**src/hw/rtl/bpe_pkg.sv**
```systemverilog
// ----------------------------------------------------------------------------
// Bitwise pattern pixel effect - shared definitions
// Transaction payload types, mode codes and arithmetic constants.
// ----------------------------------------------------------------------------
package bpe_pkg;

   // Coordinate bits taken into the pattern (8 to 16)
   localparam int COORD_BITS = 12;
   localparam int COORD_W    = 12;
   localparam int CHAN_W     = 8;
   localparam int MODE_W     = 3;
   localparam int LEVEL_W    = 4;
   localparam int SHIFT_W    = 4;
   localparam int SUM_W      = 10;

   // floor(sum / 48) == (sum * RECIP48) >> RECIP_SHIFT for every sum up to 765
   localparam int RECIP_SHIFT = 16;
   localparam int RECIP_W     = 11;
   localparam logic [RECIP_W-1:0] RECIP48 = RECIP_W'(1366);
   localparam int PROD48_W    = SUM_W + RECIP_W;

   // Level from which the pattern switches from AND to XOR
   localparam logic [LEVEL_W-1:0] LEVEL_XOR = LEVEL_W'(8);
   localparam logic [SHIFT_W-1:0] SHIFT_MAX = SHIFT_W'(8);

   localparam logic [COORD_W-1:0] COORD_MASK = COORD_W'((32'd1 << COORD_BITS) - 32'd1);

   typedef enum logic [MODE_W-1:0] {
      MODE_MONO = 3'd0,
      MODE_MUL  = 3'd1,
      MODE_XOR  = 3'd2,
      MODE_AND  = 3'd3,
      MODE_OR   = 3'd4
   } mode_type;

   typedef struct packed {
      logic [CHAN_W-1:0]  red_in;
      logic [CHAN_W-1:0]  green_in;
      logic [CHAN_W-1:0]  blue_in;
      logic [CHAN_W-1:0]  alpha_in;
      logic [COORD_W-1:0] coord_x;
      logic [COORD_W-1:0] coord_y;
   } pixel_in_type;

   typedef struct packed {
      logic [CHAN_W-1:0] red_out;
      logic [CHAN_W-1:0] green_out;
      logic [CHAN_W-1:0] blue_out;
      logic [CHAN_W-1:0] alpha_out;
   } pixel_out_type;

   // Pattern stage result handed to the colour lanes
   typedef struct packed {
      logic              valid;
      logic [CHAN_W-1:0] mono;
      logic [CHAN_W-1:0] red;
      logic [CHAN_W-1:0] green;
      logic [CHAN_W-1:0] blue;
      logic [CHAN_W-1:0] alpha;
   } mono_stage_type;

endpackage

```
**src/hw/rtl/bpe_mono.sv**
```systemverilog
// ----------------------------------------------------------------------------
// Bitwise pattern pixel effect - mono pattern generator
// Two stages: brightness level, then coordinate pattern shifted to a byte.
// ----------------------------------------------------------------------------
module bpe_mono
   import bpe_pkg::*;
(
   input  logic           clock,
   input  logic           reset,
   input  logic           in_valid,
   input  pixel_in_type   in_pixel,
   output mono_stage_type out_stage
);

   logic [SUM_W-1:0]    sum;
   logic [PROD48_W-1:0] prod48;

   logic                valid1_ff;
   logic                valid1_in;
   logic [LEVEL_W-1:0]  level_ff;
   logic [LEVEL_W-1:0]  level_in;
   logic [COORD_W-1:0]  x_ff;
   logic [COORD_W-1:0]  y_ff;
   pixel_in_type        pix1_ff;

   logic [COORD_W-1:0]  pattern;
   logic [SHIFT_W-1:0]  shift;
   logic [LEVEL_W:0]    level_inc;
   logic [2*CHAN_W-1:0] shifted;
   mono_stage_type      stage2_ff;
   mono_stage_type      stage2_in;

   // Level: floor(sum / 3) >> 4, taken as sum / 48 by reciprocal
   always_comb begin
      sum       = SUM_W'(in_pixel.red_in) + SUM_W'(in_pixel.green_in)
                + SUM_W'(in_pixel.blue_in);
      prod48    = PROD48_W'(sum) * PROD48_W'(RECIP48);
      level_in  = prod48[RECIP_SHIFT +: LEVEL_W];
      valid1_in = in_valid;
   end

   always_ff @(posedge clock) begin
      if (reset) begin
         valid1_ff <= 1'b0;
      end else begin
         valid1_ff <= valid1_in;
      end
   end

   // Hold payload of the first stage
   always_ff @(posedge clock) begin
      level_ff <= level_in;
      x_ff     <= in_pixel.coord_x & COORD_MASK;
      y_ff     <= in_pixel.coord_y & COORD_MASK;
      pix1_ff  <= in_pixel;
   end

   // Pattern: AND below the mid level, XOR at and above it; shift and keep the low byte
   always_comb begin
      pattern   = (level_ff < LEVEL_XOR) ? (x_ff & y_ff) : (x_ff ^ y_ff);
      level_inc = {1'b0, level_ff} + (LEVEL_W+1)'(1);
      shift     = SHIFT_MAX - SHIFT_W'(level_inc >> 1);
      shifted   = {{CHAN_W{1'b0}}, pattern[CHAN_W-1:0]} << shift;

      stage2_in.valid = valid1_ff;
      stage2_in.mono  = shifted[CHAN_W-1:0];
      stage2_in.red   = pix1_ff.red_in;
      stage2_in.green = pix1_ff.green_in;
      stage2_in.blue  = pix1_ff.blue_in;
      stage2_in.alpha = pix1_ff.alpha_in;
   end

   always_ff @(posedge clock) begin
      if (reset) begin
         stage2_ff.valid <= 1'b0;
      end else begin
         stage2_ff.valid <= stage2_in.valid;
      end
   end

   always_ff @(posedge clock) begin
      stage2_ff.mono  <= stage2_in.mono;
      stage2_ff.red   <= stage2_in.red;
      stage2_ff.green <= stage2_in.green;
      stage2_ff.blue  <= stage2_in.blue;
      stage2_ff.alpha <= stage2_in.alpha;
   end

   assign out_stage = stage2_ff;

endmodule

```
**src/hw/rtl/bpe_lane.sv**
```systemverilog
// ----------------------------------------------------------------------------
// Bitwise pattern pixel effect - colour lane
// Combines one colour channel with the mono byte under the effect mode.
// ----------------------------------------------------------------------------
module bpe_lane
   import bpe_pkg::*;
(
   input  logic              clock,
   input  logic [MODE_W-1:0] mode,
   input  logic [CHAN_W-1:0] chan,
   input  logic [CHAN_W-1:0] mono,
   output logic [CHAN_W-1:0] result
);

   logic [2*CHAN_W-1:0] prod;
   logic [2*CHAN_W:0]   prod_adj;
   logic [CHAN_W-1:0]   quot;
   logic [CHAN_W-1:0]   result_ff;
   logic [CHAN_W-1:0]   result_in;

   // floor(p / 255) == (p + (p >> 8) + 1) >> 8 for any p up to 65534
   always_comb begin
      prod     = (2*CHAN_W)'(chan) * (2*CHAN_W)'(mono);
      prod_adj = (2*CHAN_W+1)'(prod) + (2*CHAN_W+1)'(prod >> CHAN_W)
               + (2*CHAN_W+1)'(1);
      quot     = prod_adj[CHAN_W +: CHAN_W];
   end

   // Select the combination; unused codes fall back to mono
   always_comb begin
      case (mode)
         MODE_MUL: begin
            result_in = quot;
         end
         MODE_XOR: begin
            result_in = chan ^ mono;
         end
         MODE_AND: begin
            result_in = chan & mono;
         end
         MODE_OR: begin
            result_in = chan | mono;
         end
         default: begin
            result_in = mono;
         end
      endcase
   end

   always_ff @(posedge clock) begin
      result_ff <= result_in;
   end

   assign result = result_ff;

endmodule

```
**src/hw/rtl/bitwise_pattern_pixel_effect.sv**
```systemverilog
// ----------------------------------------------------------------------------
// Bitwise pattern pixel effect - top level
// Pixel in, pixel out: coordinate pattern merged into RGB, alpha kept.
// ----------------------------------------------------------------------------
//  Channel   Ports                       Handshake
//  request   start, busy, req_pixel      taken when start high, busy low
//  response  rsp_strobe, rsp_pixel       one cycle, receiver cannot stall
//  config    csr_wr_en, csr_wr_data      written when csr_wr_en high
//
//  One pixel per clock; each result passes through the registers after the level
//  multiply, the pattern shift and the per-lane multiply, in that order.
//  busy is always low: the pipeline never stalls.
//  Reset clears the pipeline valids and sets the effect mode to mono.
// ----------------------------------------------------------------------------
module bitwise_pattern_pixel_effect
   import bpe_pkg::*;
(
   input  logic              clock,
   input  logic              reset,
   input  logic              start,
   output logic              busy,
   input  pixel_in_type      req_pixel,
   output logic              rsp_strobe,
   output pixel_out_type     rsp_pixel,
   input  logic              csr_wr_en,
   input  logic [MODE_W-1:0] csr_wr_data
);

   logic [MODE_W-1:0] mode_ff;
   logic [MODE_W-1:0] mode_in;
   mono_stage_type    stage;
   logic [CHAN_W-1:0] red_res;
   logic [CHAN_W-1:0] green_res;
   logic [CHAN_W-1:0] blue_res;
   logic              valid_ff;
   logic              valid_in;
   logic [CHAN_W-1:0] alpha_ff;
   logic              accept;

   assign busy   = 1'b0;
   assign accept = start & ~busy;

   // Effect mode register
   assign mode_in = csr_wr_en ? csr_wr_data : mode_ff;

   always_ff @(posedge clock) begin
      if (reset) begin
         mode_ff <= MODE_MONO;
      end else begin
         mode_ff <= mode_in;
      end
   end

   bpe_mono u_mono (
      .clock     (clock),
      .reset     (reset),
      .in_valid  (accept),
      .in_pixel  (req_pixel),
      .out_stage (stage)
   );

   // Colour lanes
   bpe_lane u_lane_red (
      .clock  (clock),
      .mode   (mode_ff),
      .chan   (stage.red),
      .mono   (stage.mono),
      .result (red_res)
   );

   bpe_lane u_lane_green (
      .clock  (clock),
      .mode   (mode_ff),
      .chan   (stage.green),
      .mono   (stage.mono),
      .result (green_res)
   );

   bpe_lane u_lane_blue (
      .clock  (clock),
      .mode   (mode_ff),
      .chan   (stage.blue),
      .mono   (stage.mono),
      .result (blue_res)
   );

   // Advance the strobe and alpha alongside the lanes
   assign valid_in = stage.valid;

   always_ff @(posedge clock) begin
      if (reset) begin
         valid_ff <= 1'b0;
      end else begin
         valid_ff <= valid_in;
      end
   end

   always_ff @(posedge clock) begin
      alpha_ff <= stage.alpha;
   end

   // Merge lane results into the response transaction
   always_comb begin
      rsp_strobe          = valid_ff;
      rsp_pixel.red_out   = red_res;
      rsp_pixel.green_out = green_res;
      rsp_pixel.blue_out  = blue_res;
      rsp_pixel.alpha_out = alpha_ff;
   end

endmodule
```
**config.mk**
```make
export PLATFORM = sky130hd
export DESIGN_NAME = bitwise_pattern_pixel_effect
export DESIGN_NICKNAME = d
export VERILOG_FILES = /design/src/hw/rtl/bpe_pkg.sv /design/src/hw/rtl/bpe_mono.sv /design/src/hw/rtl/bpe_lane.sv /design/src/hw/rtl/bitwise_pattern_pixel_effect.sv
export SDC_FILE = /design/constraint.sdc
export NUM_CORES = 1
export LEC_CHECK = 0
export BUFFER_PORTS_ARGS = -buffer_cell sky130_fd_sc_hd__buf_2
export CAP_MARGIN = 25
export CORE_ASPECT_RATIO = 1.2
export CORE_MARGIN = 2
export CORE_UTILIZATION = 36
export DETAILED_ROUTE_END_ITERATION = 10
export GPL_ROUTABILITY_DRIVEN = 0
export PLACE_DENSITY = 0.62
export SYNTH_ARGS = -nofsm -noshare
export SYNTH_HDL_FRONTEND = slang
export SYNTH_SLANG_ARGS = --single-unit
```
**constraint.sdc**
```tcl
create_clock -name clock -period 7 [get_ports clock]
set_input_delay 0.7 -clock clock [delete_from_list [all_inputs] [get_ports clock]]
set_output_delay 0.7 -clock clock [all_outputs]
set_load 0.005 [all_outputs]
```
==> results of run 1 <==
worst max-delay path by stage:
stage                         start                    end  slack, ns  depth (start not counted)
3_3_place_gp          req_pixel[40]     u_mono.level_ff[2]      0.002                         29
4_1_cts        u_mono.out_stage[38]   u_lane_red.result[6]       0.31                         22
5_1_grt        u_mono.out_stage[34]  u_lane_blue.result[0]       0.03                         22
6_report       u_mono.out_stage[36]  u_lane_blue.result[0]       0.37                         22
3_5_place_dp          req_pixel[40]     u_mono.level_ff[2]      -0.09                         29
2_1_floorplan         req_pixel[40]     u_mono.level_ff[2]       0.47                         28
cell type report:
class	instances	area, µm²	share of cell area (%)
Clock buffer	18	429	2.57
Clock inverter	14	145	0.868
Inverter	253	957	5.72
Multi-Input combinational cell	1210	11200	66.7
Sequential cell	130	2600	15.6
Tap cell	539	674	4.03
Timing Repair Buffer	130	758	4.53
what timing repair did:
action	CTS	global route
hold buffers	0	0
setup endpoints to repair	0	7
gates resized for setup	0	10
critical path, stage by stage, from the launching register on:
cell        delay (ns)
dfxtp_1           0.38
clkinvlp_4        0.31
buf_4             0.29
nor2_1            0.12
fa_1              0.45
fa_1              0.50
fa_1              0.49
inv_1             0.05
fa_1              0.47
inv_1             0.04
ha_1              0.24
a211oi_1          0.29
o211ai_2          0.18
a221oi_4          0.40
nand2_1           0.09
o211ai_1          0.26
inv_1             0.18
ha_1              0.35
a211o_1           0.33
a211oi_1          0.37
a211oi_4          0.16
xor2_1            0.18
a221o_1           0.38
layer usage:
layer / up-vias / wire length, µm
li1: 5841 / -
met1: 5857 / 16200
met5: - / 7
met2: 408 / 18500
met4: 2 / 1270
met3: 82 / 2370
state kept, by name, summed over array words and instances (netlist names):
signal               count
mode_ff                  3
u_lane_blue.result       8
u_mono.x_ff              8
alpha_ff                 8
u_mono.pix1_ff          32
u_mono.valid1_ff         1
u_lane_green.result      8
u_mono.y_ff              8
u_mono.level_ff          4
rsp_strobe               1
u_lane_red.result        8
u_mono.out_stage        41
logic make-up after synthesis:
| kind of cell | count (synthesis) | share of synthesized area (%) |
|---|---|---|
| flip-flops | 130 | 17.5 |
| buffers and inverters | 307 | 7.83 |
| XOR/XNOR | 65 | 4.04 |
| AO/OA/AOI/OAI | 284 | 14.9 |
| multiplexers | 42 | 3.27 |
| other | 1 | 0.0252 |
| adder cells (fa/ha/maj) | 389 | 39.3 |
| AND/OR/NAND/NOR | 429 | 13.2 |
layout by cell type (no fill, tap or decap), types with 30 or more instances in the layout:
cell and count:
buf_4 43, a21oi_1 45, nor3_1 30, nor2_1 200, inv_1 246, nand2_1 84
ha_1 255, xnor2_1 39, buf_2 87, fa_1 131, dfxtp_1 130
power breakdown:
part           total (mW)  internal, mW  leakage, nW  switching, mW
sequential          0.941         0.876         1.09         0.0648
clock               0.885         0.500        0.278          0.386
combinational        6.47          2.72         7.07           3.74
total                8.30          4.10         8.44           4.20
stage by stage:
stage	hold slack (ns)	instances	area [µm²]	power (mW)
final	0.318	2294	16700	8.30
after global routing	0.325	2294	16700	9.32
after CTS	0.320	2294	16700	8.32
after detailed placement	0.312	2262	16100	7.37
after global placement	0.310	2262	16100	7.20
after floorplan	0.310	1647	14900	5.73
==> reports/results.tsv, run 1 <==
metric	value	unit
outcome	complete, no violations	
slew margin rel.	51.4	%
number of CTS-inserted buffers	17	
final setup vio count	0	
Global Route Usage Sum	18.4	%
vias per inst	5.31	
CP Class	reg2reg	
final net count	2191	
Synth Register Bits	130	
synth unique cells	92	
VDD IR-drop max	423	µV
final period utilization	94.7	%
busiest grt layer	met2	
CTS tree	done	
die width	190	µm
Max clock buf depth	2	
Post-DP HPWL	31200	µm
Slew @ Worst Pin	0.729	ns
P_leak	8.44	nW
diode count	0	
Starting Density	36.6	%
initial antenna violation count	2	
CP Launch Type	flop	
Detailed Routing Iterations Pass 1	5	
Synth Cell Area	14900	µm²
via count	12200	
number of synthesized flops with an enable pin	0	
GR Overflow Total	0	
worst skew pair latency	0.45	ns
Final Util	41.0	%
synthesized area per cell	9.04	µm²
clock slew seen by the registers of the worst setup and hold paths	0.07	ns
largest net degree at the start of global routing	50	
Fillers	4070	
I/O pin cnt	97	
clk root buf	clkbuf_16	
CTS sink cnt	130	
RSZ-0062 raised after global routing	false	
sequential area share after synthesis	17.5	%
port buffer count	87	
Hold Path Class	reg2reg	
post-layout min period	6.63	ns
H-tree Lvls	4	
Worst R2R Path Depth	22	
Placement Setup Slack	-0.0948	ns
async set or reset register ratio after synthesis	0	%
most common cell in the netlist	ha_1	
share of cells above drive strength 1	13.2	%
critical path required time	7.33	ns
routed wire length	38400	µm
post-synthesis cell count	1647	
TNS Setup	0	ns
Hold Vio Cnt, Final	0	
synth cell count leaders	255 x ha_1, 246 x inv_1, 200 x nor2_1, 131 x fa_1, 130 x dfxtp_1	
vias in the first global route	12400	
peak fanout along the critical path	12	
Hold Crit Depth	0	
met2 Track Usage GR	32.1	%
Hold EP	u_mono.out_stage[21]	
Worst Hold Launch	u_mono.pix1_ff[45]	
fin. max-slew vios	0	
Net Count, Synth	2096	
Routed Antenna Nets	0	
num rows	81	
first-pass GRT wire length	62600	µm
Post-CTS Setup Inserts	0	
drt wl/cell	16.7	µm
die span in y	227	µm
Max-Cap Viols	0	
Core Box Area	40700	µm²
met1 Usage GRT	22.5	%
1st-iter DRT viols	820	
P&R area growth vs syn	12.3	%
synth warn	0	
fmax	151	MHz
synth top area cells	ha_1 21%, fa_1 18%, dfxtp_1 17%	
skew final	0.0124	ns
top_reg_cell synth	dfxtp_1	
Synth area leader	ha_1	
die area	43000	µm²
Pwr per Cell Area	496	nW/µm²
r2r setup slk	0.37	ns
Reg2Reg Launch Point	u_mono.out_stage[36]	
Remaining DRCs	0	
Arr. time, crit path	6.96	ns
crit end category	flop	
worst r2r dst	u_lane_blue.result[0]	
area share of the largest cell type after synthesis	21.4	%
met3 GRT Util	3.17	%
final worst setup slack	0.371	ns
Power figures use the tool's default switching activity.
==> run 2: changes to the inputs <==
Settings changed: GPL_ROUTABILITY_DRIVEN 0 to 1, RECOVER_POWER set to 100.
==> run 2 against run 1 <==
- the run now ends with capacitance limit, slew limit left
- core utilization fell by 0.074 points
- hold slack got worse by 0.0039 ns
- critical path type unchanged
- critical endpoint is now u_lane_red.result[6]
- highest routed layer is now met4
- worst setup slack got worse by 0.13 ns
- combinational power rose by 0.6%
- final area fell by 0.18%
==> reports/results.tsv, run 2 (synthesized netlist as in run 1, its figures left out) <==
metric	value	unit
Hold Vio Cnt, Final	0	
CTS sink cnt	130	
TNS Setup	0	ns
most frequent cells in the layout	255 x ha_1, 246 x inv_1, 200 x nor2_1	
vias per inst	5.28	
Pwr per Cell Area	500	nW/µm²
P&R area growth vs syn	12.1	%
die span in y	227	µm
CP Launch Type	flop	
gpl congestion	0.889	
die width	190	µm
final worst setup slack	0.239	ns
violated checks	capacitance limit, slew limit	
Placement Setup Slack	0.00910	ns
worst skew pair latency	0.45	ns
Remaining DRCs	0	
num rows	81	
Core Box Area	40700	µm²
number of CTS-inserted buffers	17	
clock slew seen by the registers of the worst setup and hold paths	0.07	ns
Worst R2R Path Depth	23	
Arr. time, crit path	7.07	ns
fmax	148	MHz
Starting Density	36.6	%
commonest non-fill, non-tap cell in the layout	ha_1	
final setup vio count	0	
Routed Antenna Nets	0	
die area	43000	µm²
worst r2r dst	u_lane_red.result[6]	
Hold EP	u_mono.out_stage[18]	
Tot Pwr	8.34	mW
H-tree Lvls	4	
routed wire length	38900	µm
diode count	0	
fin. max-slew vios	80	
Post-DP HPWL	31500	µm
VDD IR-drop max	442	µV
slew margin rel.	-52.5	%
first-pass GRT wire length	62900	µm
CTS tree	done	
Fillers	4030	
1st-iter DRT viols	912	
clk root buf	clkbuf_16	
r2r setup slk	0.24	ns
RSZ-0062 raised after global routing	false	
Post-CTS Setup Inserts	0	
Max-Cap Viols	2	
DP Area	16100	µm²
max reg flops	41	
Reg2Reg Launch Point	u_mono.out_stage[38]	
peak fanout along the critical path	10	
Global Route Usage Sum	18.6	%
post-cts hold buffer count	0	
post-layout min period	6.76	ns
outcome	complete, but fails checks	
initial antenna violation count	0	
Worst Hold Launch	u_mono.pix1_ff[42]	
critical path required time	7.31	ns
Hold Crit Depth	0	
final net count	2195	
CP Class	reg2reg	
Detailed Routing Iterations Pass 1	5	
Hold Path Class	reg2reg	
skew final	0.0141	ns
share of cells above drive strength 1	10.6	%
drt wl/cell	16.9	µm
Layout Cell Area excl Fill	16700	µm²
Slew @ Worst Pin	2.29	ns
P_leak	8.32	nW
port buffer count	87	
I/O pin cnt	97	
Max clock buf depth	2	
largest net degree at the start of global routing	50	
crit end category	flop	
vias in the first global route	12200	
final period utilization	96.6	%
GR Overflow Total	0	
via count	12100	
post-CTS resize count	0	
==> run 2: final cells by class <==
class	count	area, µm²	share of cell area (%)
timing repair buffer	134	741	4.44
inverter	253	953	5.71
multi-input combinational	1210	11100	66.8
clock buffer	18	429	2.57
sequential	130	2600	15.6
clock inverter	14	145	0.870
tap	539	674	4.04
==> run 2: worst max path at each step <==
| stage | startpoint | end | slack (ns) |
|---|---|---|---|
| 2_1_floorplan | req_pixel[40] | u_mono.level_ff[2] | 0.47 |
| 3_3_place_gp | req_pixel[40] | u_mono.level_ff[2] | 0.05 |
| 3_5_place_dp | req_pixel[40] | u_mono.level_ff[2] | 0.009 |
| 4_1_cts | u_mono.out_stage[38] | u_lane_green.result[6] | 0.25 |
| 5_1_grt | req_pixel[40] | u_mono.level_ff[2] | 0.005 |
| 6_report | u_mono.out_stage[38] | u_lane_red.result[6] | 0.24 |
==> run 2: through the flow <==
step	util, %	std cells	hold slack (ns)
floorplan	-	1647	0.310
global placement	39.6	2265	0.310
detailed placement	39.6	2265	0.312
CTS	41.0	2297	0.314
global route	41.0	2298	0.316
finish	41.0	2298	0.314
==> run 2: routing by layer <==
metal	share of wire (%)	global-route usage, %	wire, µm	vias to the layer above
li1	-	-	-	5830
met1	43	23.2	16800	5877
met2	48	31.9	18700	365
met3	5.3	2.75	2070	71
met4	3.2	7.78	1260	0
met5	0	0	0	-
==> run 2: power breakdown <==
part	internal (mW)	switching [mW]
logic	2.72	3.79
registers	0.876	0.0655
clock network	0.500	0.388
total	4.10	4.24
==> run 2: worst max-delay path, stage by stage (launching register included) <==
cell and delay, ns:
dfxtp_1 0.42, buf_4 0.24, nand2_1 0.09, fa_1 0.50, fa_1 0.55, inv_1 0.06, fa_1 0.53, inv_1 0.07
fa_1 0.53, inv_1 0.05, ha_1 0.38, o21ai_0 0.18, o21a_1 0.24, or3_1 0.34, a21oi_1 0.21, xnor2_1 0.27
ha_1 0.33, a211o_1 0.30, a31o_2 0.21, a31oi_1 0.34, nor4_1 0.12, xnor2_1 0.14, clkbuf_2 0.15, o22ai_1 0.37
==> run 3: changes to the inputs <==
Settings changed: ABC_CLOCK_PERIOD_IN_PS set to 7000, CORE_UTILIZATION 36 to 63, PLACE_DENSITY 0.62 to 0.92, REMOVE_ABC_BUFFERS set to 1.
==> run 3 against run 2 <==
- clock power grew 2.6%
- largest power group unchanged
- sequential cell count unchanged
- the run still ends with capacitance limit, slew limit left
- register-to-register slack got worse by 0.04 ns
- cell count is 10% lower
- final area is 1.9% lower
- count of clock-buffer cells in the layout shrank 1
- highest routed layer unchanged
- wire length increased by 6.8%
- power is 3.4% higher
- via count rose by 8.8%
- worst setup slack got worse by 0.043 ns
==> reports/results.tsv, run 3 (synthesized netlist as in run 1, its figures left out) <==
metric	value	unit
critical path's top delay family	adder cells	
metal2 WL	19900	µm
uppermost layer routed	met4	
commonest non-fill, non-tap cell in the layout	ha_1	
r2r setup slk	0.20	ns
Routed Antenna Nets	0	
die span in y	172	µm
worst skew pair latency	0.45	ns
clk root buf	clkbuf_16	
H-tree Lvls	4	
skew final	0.0161	ns
P_leak	8.28	nW
Remaining DRCs	0	
I/O pin cnt	97	
1st-iter DRT viols	1264	
diode count	0	
Hold EP	u_mono.out_stage[12]	
violated checks	capacitance limit, slew limit	
drt wl/cell	20.1	µm
most frequent cells in the layout	255 x ha_1, 246 x inv_1, 200 x nor2_1	
number of CTS-inserted buffers	17	
Pwr per Cell Area	527	nW/µm²
Global Route Usage Sum	33.6	%
max reg flops	41	
Max stage delay on crit path	0.54	ns
Core Box Area	23200	µm²
fin. max-slew vios	81	
share of cells above drive strength 1	10.3	%
wire length on met3	3760	µm
num rows	61	
Tot Pwr	8.62	mW
port buffer count	87	
crit end category	flop	
number of buffers and inverters on the critical path	4	
final period utilization	97.2	%
gpl congestion	0.981	
CP max-delay cell	fa_1	
slew margin rel.	-45.3	%
post-layout min period	6.80	ns
Final Util	70.6	%
Post-CTS Setup Inserts	0	
CP Class	reg2reg	
Arr. time, crit path	7.10	ns
outcome	complete, but fails checks	
vias in the first global route	13600	
P&R area growth vs syn	9.93	%
Post-DP HPWL	31000	µm
initial antenna violation count	0	
Worst R2R Path Depth	22	
clock slew seen by the registers of the worst setup and hold paths	0.08	ns
vias per inst	6.39	
Reg2Reg Launch Point	u_mono.out_stage[34]	
Detailed Routing Iterations Pass 1	6	
final setup vio count	0	
routed wire length	41500	µm
CP Launch Type	flop	
Hold Path Class	reg2reg	
fmax	147	MHz
crit-path cells	clkinvlp_4 -> buf_4 -> nor2_1 -> fa_1 -> fa_1 -> fa_1 -> inv_1 -> fa_1 -> inv_1 -> ha_1 -> o21a_1 -> a21oi_2 -> or3_1 -> a21oi_1 -> xnor2_2 -> ha_1 -> a211o_1 -> a31o_2 -> a31oi_2 -> nor4_1 -> xnor2_1 -> o22ai_1	
Hold Vio Cnt, Final	0	
CTS sink cnt	130	
largest net degree at the start of global routing	51	
CP most frequent cell	fa_1	
TNS Setup	0	ns
Max-Cap Viols	2	
Levels on crit path	22	
wl on met1	14600	µm
VDD IR-drop max	1090	µV
peak fanout along the critical path	11	
CTS tree	done	
final net count	2187	
Starting Density	64.2	%
via count	13200	
GR Overflow Total	0	
worst r2r dst	u_lane_red.result[4]	
first-pass GRT wire length	65400	µm
Slew @ Worst Pin	2.18	ns
final hold slack	0.321	ns
die area	24900	µm²
die width	144	µm
Worst Hold Launch	u_mono.pix1_ff[36]	
Max clock buf depth	2	
Hold Crit Depth	0	
critical path required time	7.30	ns
run 3: worst max path at each step:
stage	startpoint	end	slack [ns]
detailed placement	req_pixel[40]	u_mono.level_ff[1]	-0.23
CTS	req_pixel[40]	u_mono.level_ff[2]	0.07
global placement	req_pixel[40]	u_mono.level_ff[2]	0.04
floorplan	req_pixel[40]	u_mono.level_ff[2]	0.47
finish	u_mono.out_stage[34]	u_lane_red.result[4]	0.20
global route	req_pixel[40]	u_mono.level_ff[3]	-0.06
run 3: per-stage QoR:
step           std cells  cell area [µm²]  worst slack (ns)
2_1_floorplan       1593            14700             0.467
3_3_place_gp        2034            15800            0.0434
3_5_place_dp        2034            15800            -0.226
4_1_cts             2066            16400            0.0725
5_1_grt             2066            16400           -0.0624
6_report            2066            16400             0.196
run 3: timing repair:
action	in CTS	in global routing
gates resized for setup	0	15
hold buffers	0	0
setup endpoints to repair	0	10
run 3: report_power, final:
| part | leakage [nW] | switching [mW] | internal (mW) |
|---|---|---|---|
| combinational | 6.90 | 3.99 | 2.76 |
| clock | 0.282 | 0.434 | 0.477 |
| sequential | 1.09 | 0.0828 | 0.876 |
| total | 8.28 | 4.51 | 4.11 |
run 3: area by class of cell:
class | count | area, µm²
repair buffers | 126 | 658
well taps | 315 | 394
flip-flops and latches | 130 | 2600
clock buffers | 17 | 425
multi-input cells | 1210 | 11200
fillers | 1620 | 6830
clock inverters | 15 | 166
inverters | 253 | 957
run 3: worst reg2reg max path: cells and delay by family (launching register included):
family | cells | cell delay [ns]
fa+ha+maj | 6 | 2.68
xor+xnor | 2 | 0.63
compound gates | 7 | 1.63
flops | 1 | 0.40
buf+inv | 4 | 0.72
simple gates | 3 | 0.62
run 3: layer usage:
layer / vias up / GRT usage (%)
met5: - / 0
met4: 0 / 22.2
met3: 290 / 7.06
met2: 861 / 57.4
met1: 6234 / 37.7
li1: 5821 / -
